[config.mk]
export PLATFORM = sky130hd
export DESIGN_NAME = thermostat_setpoint_controller
export DESIGN_NICKNAME = d
export VERILOG_FILES = /design/src/rtl/core/tsc_pkg.sv /design/src/rtl/core/tsc_ctrl.sv /design/src/rtl/core/tsc_datapath.sv /design/src/rtl/core/thermostat_setpoint_controller.sv
export SDC_FILE = /design/constraint.sdc
export NUM_CORES = 1
export LEC_CHECK = 0
export ABC_AREA = 0
export BUFFER_PORTS_ARGS = -buffer_cell sky130_fd_sc_hd__buf_2
export CELL_PAD_IN_SITES_DETAIL_PLACEMENT = 2
export CELL_PAD_IN_SITES_GLOBAL_PLACEMENT = 2
export CORE_MARGIN = 2
export CORE_UTILIZATION = 46
export DETAILED_ROUTE_END_ITERATION = 6
export HOLD_SLACK_MARGIN = 0.02
export PLACE_DENSITY_LB_ADDON = 0.3
export SKIP_CTS_REPAIR_TIMING = 1
export SLEW_MARGIN = 10
export SYNTH_ARGS = -nofsm -noshare
export SYNTH_HDL_FRONTEND = slang
export SYNTH_SLANG_ARGS = --single-unit
[constraint.sdc]
create_clock -name clk_i -period 15.35 [get_ports clk_i]
set_input_delay 0.7675 -clock clk_i [delete_from_list [all_inputs] [get_ports clk_i]]
set_output_delay 0.7675 -clock clk_i [all_outputs]
set_load 0.01 [all_outputs]
[src/rtl/core/tsc_pkg.sv]
// Package for the thermostat setpoint controller.
// Holds the shared codes, reset values, arithmetic constants and the
// controller-to-datapath command and status types. Depends on nothing.
package tsc_pkg;

  localparam int unsigned InDataW  = 24;
  localparam int unsigned OutDataW = 56;
  localparam int unsigned CfgIdxW  = 2;
  localparam int unsigned CfgDataW = 8;

  localparam logic [CfgIdxW-1:0] CFG_FLOOR   = 2'd0;
  localparam logic [CfgIdxW-1:0] CFG_CEILING = 2'd1;
  localparam logic [CfgIdxW-1:0] CFG_MARGIN  = 2'd2;

  localparam logic [1:0] MODE_NONE = 2'd0;
  localparam logic [1:0] MODE_LOW  = 2'd1;
  localparam logic [1:0] MODE_HIGH = 2'd2;

  localparam logic [1:0] RANGE_BELOW  = 2'd0;
  localparam logic [1:0] RANGE_ABOVE  = 2'd1;
  localparam logic [1:0] RANGE_WITHIN = 2'd2;

  localparam logic [1:0] SAVE_NONE = 2'd0;
  localparam logic [1:0] SAVE_LOW  = 2'd1;
  localparam logic [1:0] SAVE_HIGH = 2'd2;

  localparam logic [7:0] FLOOR_RESET   = 8'd50;
  localparam logic [7:0] CEILING_RESET = 8'd90;
  localparam logic [3:0] MARGIN_RESET  = 4'd3;
  localparam logic [7:0] LOW_RESET     = 8'd60;
  localparam logic [7:0] HIGH_RESET    = 8'd90;
  localparam logic [7:0] WIDTH_RESET   = 8'd23;

  localparam logic [7:0] WIDTH_HIGH_MAX = 8'd35;
  localparam logic [7:0] WIDTH_LOW_MIN  = 8'd11;
  localparam logic [7:0] DIAL_BASE      = 8'd47;

  localparam logic signed [17:0] OFFSET_32F  = 18'sd320;
  localparam logic signed [17:0] TENTHS_MIN  = -18'sd1024;
  localparam logic signed [17:0] TENTHS_MAX  = 18'sd4095;
  localparam logic [17:0]        RECIP5      = 18'd209716;
  localparam int unsigned        RECIP5_SH   = 20;
  localparam logic [12:0]        RECIP10     = 13'd6554;
  localparam int unsigned        RECIP10_SH  = 16;

  typedef struct packed {
    logic load;
    logic mul10;
    logic mul9;
    logic div5;
    logic offs;
    logic div10;
    logic whole;
    logic enc;
    logic check;
    logic alarm;
    logic emit;
  } cmd_t;

  typedef struct packed {
    logic out_free;
  } status_t;

  // Dial servo width for a whole-degree value, before any clamping.
  function automatic logic [7:0] dial_width(input logic [7:0] t);
    logic [14:0] prod;
    logic [7:0]  q;
    prod = 15'(t) * 15'd102 + 15'd16;
    q    = prod[14:8] < 7'(DIAL_BASE) ? 8'(prod[14:8]) : DIAL_BASE;
    return DIAL_BASE - q;
  endfunction

endpackage

[src/rtl/core/tsc_ctrl.sv]
// Sequencing state machine of the thermostat setpoint controller.
// Issues one datapath command per cycle for each accepted word,
// stalling at emit while the output is full. Depends on tsc_pkg.
module tsc_ctrl (
  input  logic            clk_i,
  input  logic            rst_ni,
  input  logic            in_valid_i,
  input  logic            in_reading_i,
  output logic            in_ready_o,
  input  tsc_pkg::status_t status_i,
  output tsc_pkg::cmd_t   cmd_o
);
  import tsc_pkg::*;

  localparam logic [3:0] S_IDLE  = 4'd0;
  localparam logic [3:0] S_MUL10 = 4'd1;
  localparam logic [3:0] S_MUL9  = 4'd2;
  localparam logic [3:0] S_DIV5  = 4'd3;
  localparam logic [3:0] S_OFFS  = 4'd4;
  localparam logic [3:0] S_DIV10 = 4'd5;
  localparam logic [3:0] S_WHOLE = 4'd6;
  localparam logic [3:0] S_ENC   = 4'd7;
  localparam logic [3:0] S_CHECK = 4'd8;
  localparam logic [3:0] S_ALARM = 4'd9;
  localparam logic [3:0] S_EMIT  = 4'd10;

  logic [3:0] state_q, state_d;

  always_comb begin
    state_d    = state_q;
    cmd_o      = '0;
    in_ready_o = 1'b0;
    case (state_q)
      S_IDLE: begin
        in_ready_o = 1'b1;
        if (in_valid_i) begin
          cmd_o.load = 1'b1;
          state_d    = in_reading_i ? S_MUL10 : S_ENC;
        end
      end
      S_MUL10: begin
        cmd_o.mul10 = 1'b1;
        state_d     = S_MUL9;
      end
      S_MUL9: begin
        cmd_o.mul9 = 1'b1;
        state_d    = S_DIV5;
      end
      S_DIV5: begin
        cmd_o.div5 = 1'b1;
        state_d    = S_OFFS;
      end
      S_OFFS: begin
        cmd_o.offs = 1'b1;
        state_d    = S_DIV10;
      end
      S_DIV10: begin
        cmd_o.div10 = 1'b1;
        state_d     = S_WHOLE;
      end
      S_WHOLE: begin
        cmd_o.whole = 1'b1;
        state_d     = S_ENC;
      end
      S_ENC: begin
        cmd_o.enc = 1'b1;
        state_d   = S_CHECK;
      end
      S_CHECK: begin
        cmd_o.check = 1'b1;
        state_d     = S_ALARM;
      end
      S_ALARM: begin
        cmd_o.alarm = 1'b1;
        state_d     = S_EMIT;
      end
      S_EMIT: begin
        if (status_i.out_free) begin
          cmd_o.emit = 1'b1;
          state_d    = S_IDLE;
        end
      end
      default: begin
        state_d = S_IDLE;
      end
    endcase
  end

  always_ff @(posedge clk_i or negedge rst_ni) begin
    if (!rst_ni) begin
      state_q <= S_IDLE;
    end else begin
      state_q <= state_d;
    end
  end

  a_cmd_onehot: assert property (@(posedge clk_i) disable iff (!rst_ni)
    $onehot0(cmd_o))
    else $error("More than one datapath command in a cycle.");

  a_emit_free: assert property (@(posedge clk_i) disable iff (!rst_ni)
    cmd_o.emit |-> status_i.out_free)
    else $error("Result emitted into a full output register.");

  a_accept_next: assert property (@(posedge clk_i) disable iff (!rst_ni)
    (in_valid_i && in_ready_o) |=> (state_q == S_MUL10 || state_q == S_ENC))
    else $error("Accepted word did not start processing.");

endmodule

[src/rtl/core/tsc_datapath.sv]
// Datapath of the thermostat setpoint controller: reading conversion,
// encoder and setpoint logic, alarm latch and output register.
// Depends on tsc_pkg; driven by commands from tsc_ctrl.
module tsc_datapath (
  input  logic                              clk_i,
  input  logic                              rst_ni,
  input  logic                              cfg_we_i,
  input  logic [tsc_pkg::CfgIdxW-1:0]       cfg_idx_i,
  input  logic [tsc_pkg::CfgDataW-1:0]      cfg_data_i,
  input  logic [tsc_pkg::InDataW-1:0]       in_data_i,
  input  tsc_pkg::cmd_t                     cmd_i,
  output tsc_pkg::status_t                  status_o,
  output logic                              out_valid_o,
  input  logic                              out_ready_i,
  output logic [tsc_pkg::OutDataW-1:0]      out_data_o
);
  import tsc_pkg::*;

  logic [7:0] floor_q, ceiling_q;
  logic [3:0] margin_q;

  logic              enc_a_q, enc_b_q, low_btn_q, high_btn_q;
  logic signed [15:0] raw_q;

  logic signed [15:0] v1_q;
  logic               neg_q;
  logic [17:0]        m9_q;
  logic [15:0]        q5_q;
  logic signed [12:0] tenths_q;
  logic [8:0]         wq_q;
  logic [7:0]         whole_q;
  logic [3:0]         digit_q;
  logic [7:0]         width_q;

  logic [1:0] phase_q;
  logic       phase_known_q;
  logic [1:0] mode_q;
  logic [7:0] low_q, high_q, last_low_q, last_high_q;
  logic [1:0] saved_q, range_q;
  logic       alarm_q, start_q;

  logic                     out_valid_q;
  logic [OutDataW-1:0]      out_q;

  logic signed [19:0] p10, p9;
  logic [35:0]        p5;
  logic signed [17:0] t_sum;
  logic [25:0]        p10r;
  logic [11:0]        digit_full;
  logic [7:0]         whole_sat;
  logic [1:0]         mode_n, phase_n;
  logic               dir_up, dir_dn;
  logic [7:0]         low_n, high_n;
  logic [7:0]         low_c, high_c, dial_sp, width_sp;
  logic [8:0]         whole_pm, low_pm, high_pm;
  logic               set_cond, clr_cond;

  assign p10   = 20'(raw_q) * 20'sd10;
  assign p9    = 20'(v1_q) * 20'sd9;
  assign p5    = 36'(m9_q) * 36'(RECIP5);
  assign t_sum = neg_q ? OFFSET_32F - 18'($signed({2'b00, q5_q}))
                       : OFFSET_32F + 18'($signed({2'b00, q5_q}));
  assign p10r  = 26'(tenths_q[11:0]) * 26'(RECIP10);

  assign whole_sat  = tenths_q[12] ? 8'd0 : (wq_q[8] ? 8'd255 : wq_q[7:0]);
  assign digit_full = tenths_q[11:0] - {wq_q, 3'b000} - {2'b00, wq_q, 1'b0};

  always_comb begin
    mode_n = mode_q;
    if (low_btn_q) mode_n = MODE_LOW;
    if (high_btn_q) mode_n = MODE_HIGH;

    phase_n = phase_q;
    dir_up  = 1'b0;
    dir_dn  = 1'b0;
    if (!phase_known_q) begin
      phase_n = {enc_b_q, enc_a_q};
    end else begin
      case (phase_q)
        2'd0: begin
          if (enc_a_q) begin
            phase_n = 2'd1; dir_up = 1'b1;
          end else if (enc_b_q) begin
            phase_n = 2'd2; dir_dn = 1'b1;
          end
        end
        2'd1: begin
          if (enc_b_q) begin
            phase_n = 2'd3; dir_up = 1'b1;
          end else if (!enc_a_q) begin
            phase_n = 2'd0; dir_dn = 1'b1;
          end
        end
        2'd2: begin
          if (!enc_b_q) begin
            phase_n = 2'd0; dir_up = 1'b1;
          end else if (enc_a_q) begin
            phase_n = 2'd3; dir_dn = 1'b1;
          end
        end
        default: begin
          if (!enc_a_q) begin
            phase_n = 2'd2; dir_up = 1'b1;
          end else if (!enc_b_q) begin
            phase_n = 2'd1; dir_dn = 1'b1;
          end
        end
      endcase
    end

    low_n  = low_q;
    high_n = high_q;
    if (mode_n == MODE_LOW) begin
      if (dir_up) low_n = (low_q >= high_q) ? high_q : low_q + 8'd1;
      else if (dir_dn) low_n = (low_q <= floor_q) ? floor_q : low_q - 8'd1;
    end else if (mode_n == MODE_HIGH) begin
      if (dir_up) high_n = (high_q >= ceiling_q) ? ceiling_q : high_q + 8'd1;
      else if (dir_dn) high_n = (high_q <= low_q) ? low_q : high_q - 8'd1;
    end
  end

  assign high_c  = (high_q <= low_q) ? low_q : high_q;
  assign low_c   = (low_q >= high_q) ? high_q : low_q;
  assign dial_sp = dial_width((mode_q == MODE_HIGH) ? high_c : low_c);
  assign width_sp = (mode_q == MODE_HIGH)
                    ? ((dial_sp > WIDTH_HIGH_MAX) ? WIDTH_HIGH_MAX : dial_sp)
                    : ((dial_sp < WIDTH_LOW_MIN) ? WIDTH_LOW_MIN : dial_sp);

  assign whole_pm = 9'(whole_q) + 9'(margin_q);
  assign low_pm   = 9'(low_q) + 9'(margin_q);
  assign high_pm  = 9'(high_q) + 9'(margin_q);
  assign set_cond = (whole_pm < 9'(low_q)) || (9'(whole_q) > high_pm);
  assign clr_cond = (whole_pm <= 9'(high_q)) && (9'(whole_q) >= low_pm);

  always_ff @(posedge clk_i or negedge rst_ni) begin
    if (!rst_ni) begin
      floor_q   <= FLOOR_RESET;
      ceiling_q <= CEILING_RESET;
      margin_q  <= MARGIN_RESET;
    end else if (cfg_we_i) begin
      case (cfg_idx_i)
        CFG_FLOOR:   floor_q   <= cfg_data_i;
        CFG_CEILING: ceiling_q <= cfg_data_i;
        CFG_MARGIN:  margin_q  <= cfg_data_i[3:0];
        default: begin
        end
      endcase
    end
  end

  always_ff @(posedge clk_i) begin
    if (cmd_i.load) begin
      enc_a_q    <= in_data_i[0];
      enc_b_q    <= in_data_i[1];
      low_btn_q  <= in_data_i[2];
      high_btn_q <= in_data_i[3];
      raw_q      <= $signed({in_data_i[11:4], in_data_i[19:12]});
    end
    if (cmd_i.mul10) v1_q <= 16'(p10 >>> 4);
    if (cmd_i.mul9) begin
      neg_q <= p9[19];
      m9_q  <= p9[19] ? 18'(-p9) : 18'(p9);
    end
    if (cmd_i.div5) q5_q <= 16'(p5 >> RECIP5_SH);
    if (cmd_i.div10) wq_q <= tenths_q[12] ? 9'd0 : 9'(p10r >> RECIP10_SH);
  end

  always_ff @(posedge clk_i or negedge rst_ni) begin
    if (!rst_ni) begin
      tenths_q      <= '0;
      whole_q       <= '0;
      digit_q       <= '0;
      width_q       <= WIDTH_RESET;
      phase_q       <= '0;
      phase_known_q <= 1'b0;
      mode_q        <= MODE_NONE;
      low_q         <= LOW_RESET;
      high_q        <= HIGH_RESET;
      last_low_q    <= '0;
      last_high_q   <= '0;
      saved_q       <= SAVE_NONE;
      range_q       <= RANGE_WITHIN;
      alarm_q       <= 1'b0;
      start_q       <= 1'b0;
    end else begin
      if (cmd_i.load) saved_q <= SAVE_NONE;
      if (cmd_i.offs) begin
        if (t_sum < TENTHS_MIN) tenths_q <= 13'(TENTHS_MIN);
        else if (t_sum > TENTHS_MAX) tenths_q <= 13'(TENTHS_MAX);
        else tenths_q <= 13'(t_sum);
      end
      if (cmd_i.whole) begin
        whole_q <= whole_sat;
        digit_q <= tenths_q[12] ? 4'd0 : digit_full[3:0];
        width_q <= dial_width(whole_sat);
      end
      if (cmd_i.enc) begin
        mode_q        <= mode_n;
        phase_q       <= phase_n;
        phase_known_q <= 1'b1;
        low_q         <= low_n;
        high_q        <= high_n;
      end
      if (cmd_i.check) begin
        if (mode_q == MODE_HIGH) begin
          high_q <= high_c;
          if (high_c != last_high_q) begin
            last_high_q <= high_c;
            saved_q     <= SAVE_HIGH;
            width_q     <= width_sp;
          end
        end else if (mode_q == MODE_LOW) begin
          low_q <= low_c;
          if (low_c != last_low_q) begin
            last_low_q <= low_c;
            saved_q    <= SAVE_LOW;
            width_q    <= width_sp;
          end
        end
      end
      if (cmd_i.alarm) begin
        start_q <= !alarm_q && set_cond;
        alarm_q <= clr_cond ? 1'b0 : (alarm_q || set_cond);
        if (whole_q < low_q) range_q <= RANGE_BELOW;
        else if (whole_q > high_q) range_q <= RANGE_ABOVE;
        else range_q <= RANGE_WITHIN;
      end
    end
  end

  always_ff @(posedge clk_i or negedge rst_ni) begin
    if (!rst_ni) begin
      out_valid_q <= 1'b0;
    end else if (cmd_i.emit) begin
      out_valid_q <= 1'b1;
    end else if (out_ready_i) begin
      out_valid_q <= 1'b0;
    end
  end

  always_ff @(posedge clk_i) begin
    if (cmd_i.emit) begin
      out_q <= {width_q, saved_q, start_q, range_q, mode_q, high_q, low_q,
                digit_q, whole_q, tenths_q};
    end
  end

  assign status_o.out_free = !out_valid_q || out_ready_i;
  assign out_valid_o       = out_valid_q;
  assign out_data_o        = out_q;

  a_digit_range: assert property (@(posedge clk_i) disable iff (!rst_ni)
    cmd_i.whole |=> (digit_q <= 4'd9))
    else $error("Tenths digit out of range.");

  a_save_tracks: assert property (@(posedge clk_i) disable iff (!rst_ni)
    (cmd_i.emit && saved_q == SAVE_HIGH) |-> (last_high_q == high_q))
    else $error("Saved high setpoint does not match the reported one.");

  a_start_latch: assert property (@(posedge clk_i) disable iff (!rst_ni)
    (cmd_i.alarm && !alarm_q && set_cond && !clr_cond) |=> (alarm_q && start_q))
    else $error("Alarm start without a set latch.");

  a_valid_source: assert property (@(posedge clk_i) disable iff (!rst_ni)
    $rose(out_valid_q) |-> $past(cmd_i.emit))
    else $error("Output valid without an emitted result.");

endmodule

[src/rtl/core/thermostat_setpoint_controller.sv]
// Thermostat setpoint controller top level; depends on tsc_pkg, tsc_ctrl, tsc_datapath.
// A word with a sensor reading runs the conversion steps, then the encoder, check,
// alarm and emit steps; a word without one starts at the encoder step. The sequencer
// handles one word at a time, and the emit step waits for a free output register.
// The result register lets the next word be taken while a result waits.
// Reset (asynchronous, active low) restores setpoints 60/90, floor 50, ceiling 90, margin 3.
module thermostat_setpoint_controller (
  input  logic                             clk_i,
  input  logic                             rst_ni,
  input  logic                             cfg_we_i,
  input  logic [tsc_pkg::CfgIdxW-1:0]      cfg_idx_i,
  input  logic [tsc_pkg::CfgDataW-1:0]     cfg_data_i,
  input  logic                             s_axis_tvalid,
  output logic                             s_axis_tready,
  // enc_a, enc_b, low_button, high_button, sensor_msb, sensor_lsb, zero pad
  input  logic [tsc_pkg::InDataW-1:0]      s_axis_tdata,
  // reading_valid
  input  logic                             s_axis_tuser,
  output logic                             m_axis_tvalid,
  input  logic                             m_axis_tready,
  // temp_tenths_f, temp_whole, temp_tenth_digit, low_setpoint, high_setpoint,
  // adjust_mode, range_state, alarm_start, setpoint_saved, servo_width
  output logic [tsc_pkg::OutDataW-1:0]     m_axis_tdata
);
  import tsc_pkg::*;

  cmd_t    cmd;
  status_t status;

  tsc_ctrl u_ctrl (
    .clk_i        (clk_i),
    .rst_ni       (rst_ni),
    .in_valid_i   (s_axis_tvalid),
    .in_reading_i (s_axis_tuser),
    .in_ready_o   (s_axis_tready),
    .status_i     (status),
    .cmd_o        (cmd)
  );

  tsc_datapath u_datapath (
    .clk_i       (clk_i),
    .rst_ni      (rst_ni),
    .cfg_we_i    (cfg_we_i),
    .cfg_idx_i   (cfg_idx_i),
    .cfg_data_i  (cfg_data_i),
    .in_data_i   (s_axis_tdata),
    .cmd_i       (cmd),
    .status_o    (status),
    .out_valid_o (m_axis_tvalid),
    .out_ready_i (m_axis_tready),
    .out_data_o  (m_axis_tdata)
  );

endmodule
==> results.sh <==
export IMPL_status="finished clean"
export IMPL_yosysTopAreaCellShare=0.229
export IMPL_detail_route_wl_per_cell_microns=24.9
export IMPL_die_y_microns=233
export IMPL_core_area_sq_mm=0.0522
export IMPL_final_hold_viol_count=0
export IMPL_syn2layout_area_growth_pct=9.85
export IMPL_ys_types=95
export IMPL_first_iter_violations=852
export IMPL_cts_made_buffers=31
export IMPL_cts_buffer_depth=3
export IMPL_fin_crit_ns=8.82
export IMPL_root_buffer="clkbuf_16"
export IMPL_whs_ns=0.256
export IMPL_first_global_vias=22100
export IMPL_fin_util=0.508
export IMPL_ys_ff_latch=237
export IMPL_routed_wl_microns=79700
export IMPL_synth_edf_count=136
export IMPL_rsz0062_at_grt="no"
export IMPL_drt_pass1_iter_count=5
export IMPL_synth_most_common_cell="ha_1"
export IMPL_syn_num_nets=3039
export IMPL_cp_required_ns=15.90
export IMPL_ant_nets=0
export IMPL_arrival_ns=9.37
export IMPL_clock_sinks=237
export IMPL_vias_per_cell=5.86
export IMPL_syn_avg_cell_area_sq_um=10.1
export IMPL_synth_area_sq_mm=0.0242
export IMPL_r2r_slack_ns=6.53
export IMPL_grt_usage=0.297
export IMPL_vias=18800
export IMPL_fin_worst_skew_ns=0.0314
export IMPL_tns_ns=0
export IMPL_finalInstanceArea_sq_mm=0.0266
export IMPL_finalSetupViolations=0
export IMPL_synth_async_reset_ratio=0.426
export IMPL_cts_tree="built"
export IMPL_antenna_found_initial=0
export IMPL_synth_cells=2403
export IMPL_finalCritPeriodShare=0.575
export IMPL_place_area_sq_mm=0.0254
export IMPL_yosysSeqAreaShare=0.275
export IMPL_drv_slew=0
export IMPL_grt_max_degree=62
export IMPL_dp_hpwl_microns=61900
export IMPL_reg2reg_from="u_datapath.high_q[2]$_DFF_PN0_"
export IMPL_endpoint_kind="flop"
export IMPL_final_nets=3129
export IMPL_critPathLaunchType="flop"
export IMPL_diodes=0
export IMPL_fmax_mhz=113
export IMPL_path_max_fanout=45
export IMPL_worst_slew_pin_slew_ns=1.15
export IMPL_ys_top_cells_by_count="ha_1, inv_1, fa_1"
export IMPL_rows=84
export IMPL_ios=98
export IMPL_clkTransAtPathRegs_ns=0.06
export IMPL_htree_levels=1
export IMPL_initial_core_util=0.463
export IMPL_dieWidth_microns=233
export IMPL_overflow=0
export IMPL_synthFlopType="edfxtp_1"
export IMPL_ys_warnings_count=0
export IMPL_die_area_sq_mm=0.0544
export IMPL_grt_pass1_wl_microns=125000
export IMPL_slew_headroom=0.231
export IMPL_clock_latency_ns=0.62
export IMPL_netlist_top_cells_area="ha_1, edfxtp_1, fa_1"
export IMPL_cap_violations=0
export IMPL_gp_congestion=0.894
export IMPL_synth_top_area_cell="ha_1"
export IMPL_r2r_end="u_datapath.width_q[2]$_DFF_PN1_"
export IMPL_route_detailed_drc=0
export IMPL_drive_above_1_share=0.0981
export IMPL_holdCritPathClass="input pin to asynchronous set/reset pin"
export IMPL_rr_worst_depth=25
export IMPL_port_buffer_count=93
export IMPL_critPathKind="flop to flop"
routing by layer:
layer  wire, microns  GRT usage
met1           31200      0.336
met2           42600      0.567
met3            2420     0.0303
met4            3460      0.119
met5               0          0
metrics by stage:
| stage | cells | setup WS [ns] |
|---|---|---|
| floorplan | 2403 | 8.32 |
| global placement | 3148 | 7.33 |
| detailed placement | 3148 | 6.67 |
| CTS | 3206 | 6.59 |
| global route | 3206 | 5.88 |
| finish | 3206 | 6.53 |
cells by family (layout without fill, tap and decap cells):
group	count (synthesis)	count (layout)	synth area share
muxes	48	48	0.0218
adders and majority gates	596	596	0.356
DFF	237	237	0.275
AOI/OAI and AO/OA	490	490	0.133
xor gates and xnor gates	153	153	0.0554
buffers and inverters	395	510	0.0622
and+or+nand+nor	484	484	0.0970
critical path, stage by stage (launching register included):
cell	delay, ns
dfrtp_1	0.80
inv_1	0.42
ha_1	0.42
o2111ai_1	0.14
o21ai_1	0.35
o21ai_4	0.07
buf_4	0.29
xnor2_1	0.97
o21ai_0	0.47
ha_1	0.46
inv_1	0.07
fa_1	0.50
fa_1	0.52
inv_1	0.04
ha_1	0.34
o211ai_1	0.15
o211ai_1	0.32
nand2_1	0.11
xnor2_1	0.47
nand4_1	0.34
mux2i_2	0.38
ha_1	0.23
nand3_1	0.10
a31oi_2	0.31
o311a_2	0.28
a32o_1	0.17
area by class of cell:
class                   count  area (sq um)
clock inverters            19           288
repair buffers            112           611
inverters                 340          1280
well taps                 688           861
fillers                  5385         25700
flip-flops and latches    237          6640
clock buffers              39           816
multi-input cells        1771         16100
worst max path at each step:
stage / start / slack [ns] / depth (start not counted) / to
6_report: u_datapath.high_q[2]$_DFF_PN0_ / 6.53 / 25 / u_datapath.width_q[2]$_DFF_PN1_
5_1_grt: u_datapath.high_q[2]$_DFF_PN0_ / 5.88 / 25 / u_datapath.width_q[2]$_DFF_PN1_
4_1_cts: u_datapath.high_q[2]$_DFF_PN0_ / 6.59 / 25 / u_datapath.width_q[2]$_DFF_PN1_
3_5_place_dp: u_datapath.high_q[2]$_DFF_PN0_ / 6.67 / 25 / u_datapath.width_q[2]$_DFF_PN1_
3_3_place_gp: u_datapath.high_q[2]$_DFF_PN0_ / 7.33 / 25 / u_datapath.width_q[2]$_DFF_PN1_
2_1_floorplan: u_datapath.high_q[4]$_DFF_PN1_ / 8.32 / 29 / u_datapath.width_q[2]$_DFF_PN1_
registers in the layout (all words and copies together) (netlist names), 9 cells and up:
| signal | count |
|---|---|
| u_datapath.m9_q | 18 |
| u_datapath.v1_q | 16 |
| u_datapath.out_data_o | 56 |
| u_datapath.tenths_q | 13 |
| u_datapath.q5_q | 16 |
| u_datapath.wq_q | 9 |
| u_datapath.raw_q | 16 |
placed cells by master (no fill, tap or decap), types with 9 or more instances in the layout:
master,instances
nor4_1,10
nand2_1,136
dfstp_2,22
nor2b_1,25
a22oi_1,9
a211oi_1,15
a31oi_1,14
edfxtp_1,136
and3_1,12
or3_1,13
fa_1,154
o21ai_0,81
mux2_2,23
nor2_1,129
nand2b_1,26
xnor2_1,110
o21ai_1,32
inv_1,332
buf_2,92
o22ai_1,15
clkbuf_16,31
a21o_1,45
o31ai_1,11
a21oi_1,131
ha_1,442
nor3_1,40
nand4_1,16
buf_4,20
o211ai_1,17
o21a_1,23
a22o_1,11
dfrtp_1,79
nand3_1,30
mux2i_1,22
xor2_1,43
o21bai_1,11
Power is left out: the tool's default activity adds up to more than one toggle a clock period on the data nets, which glitch-free logic cannot reach.
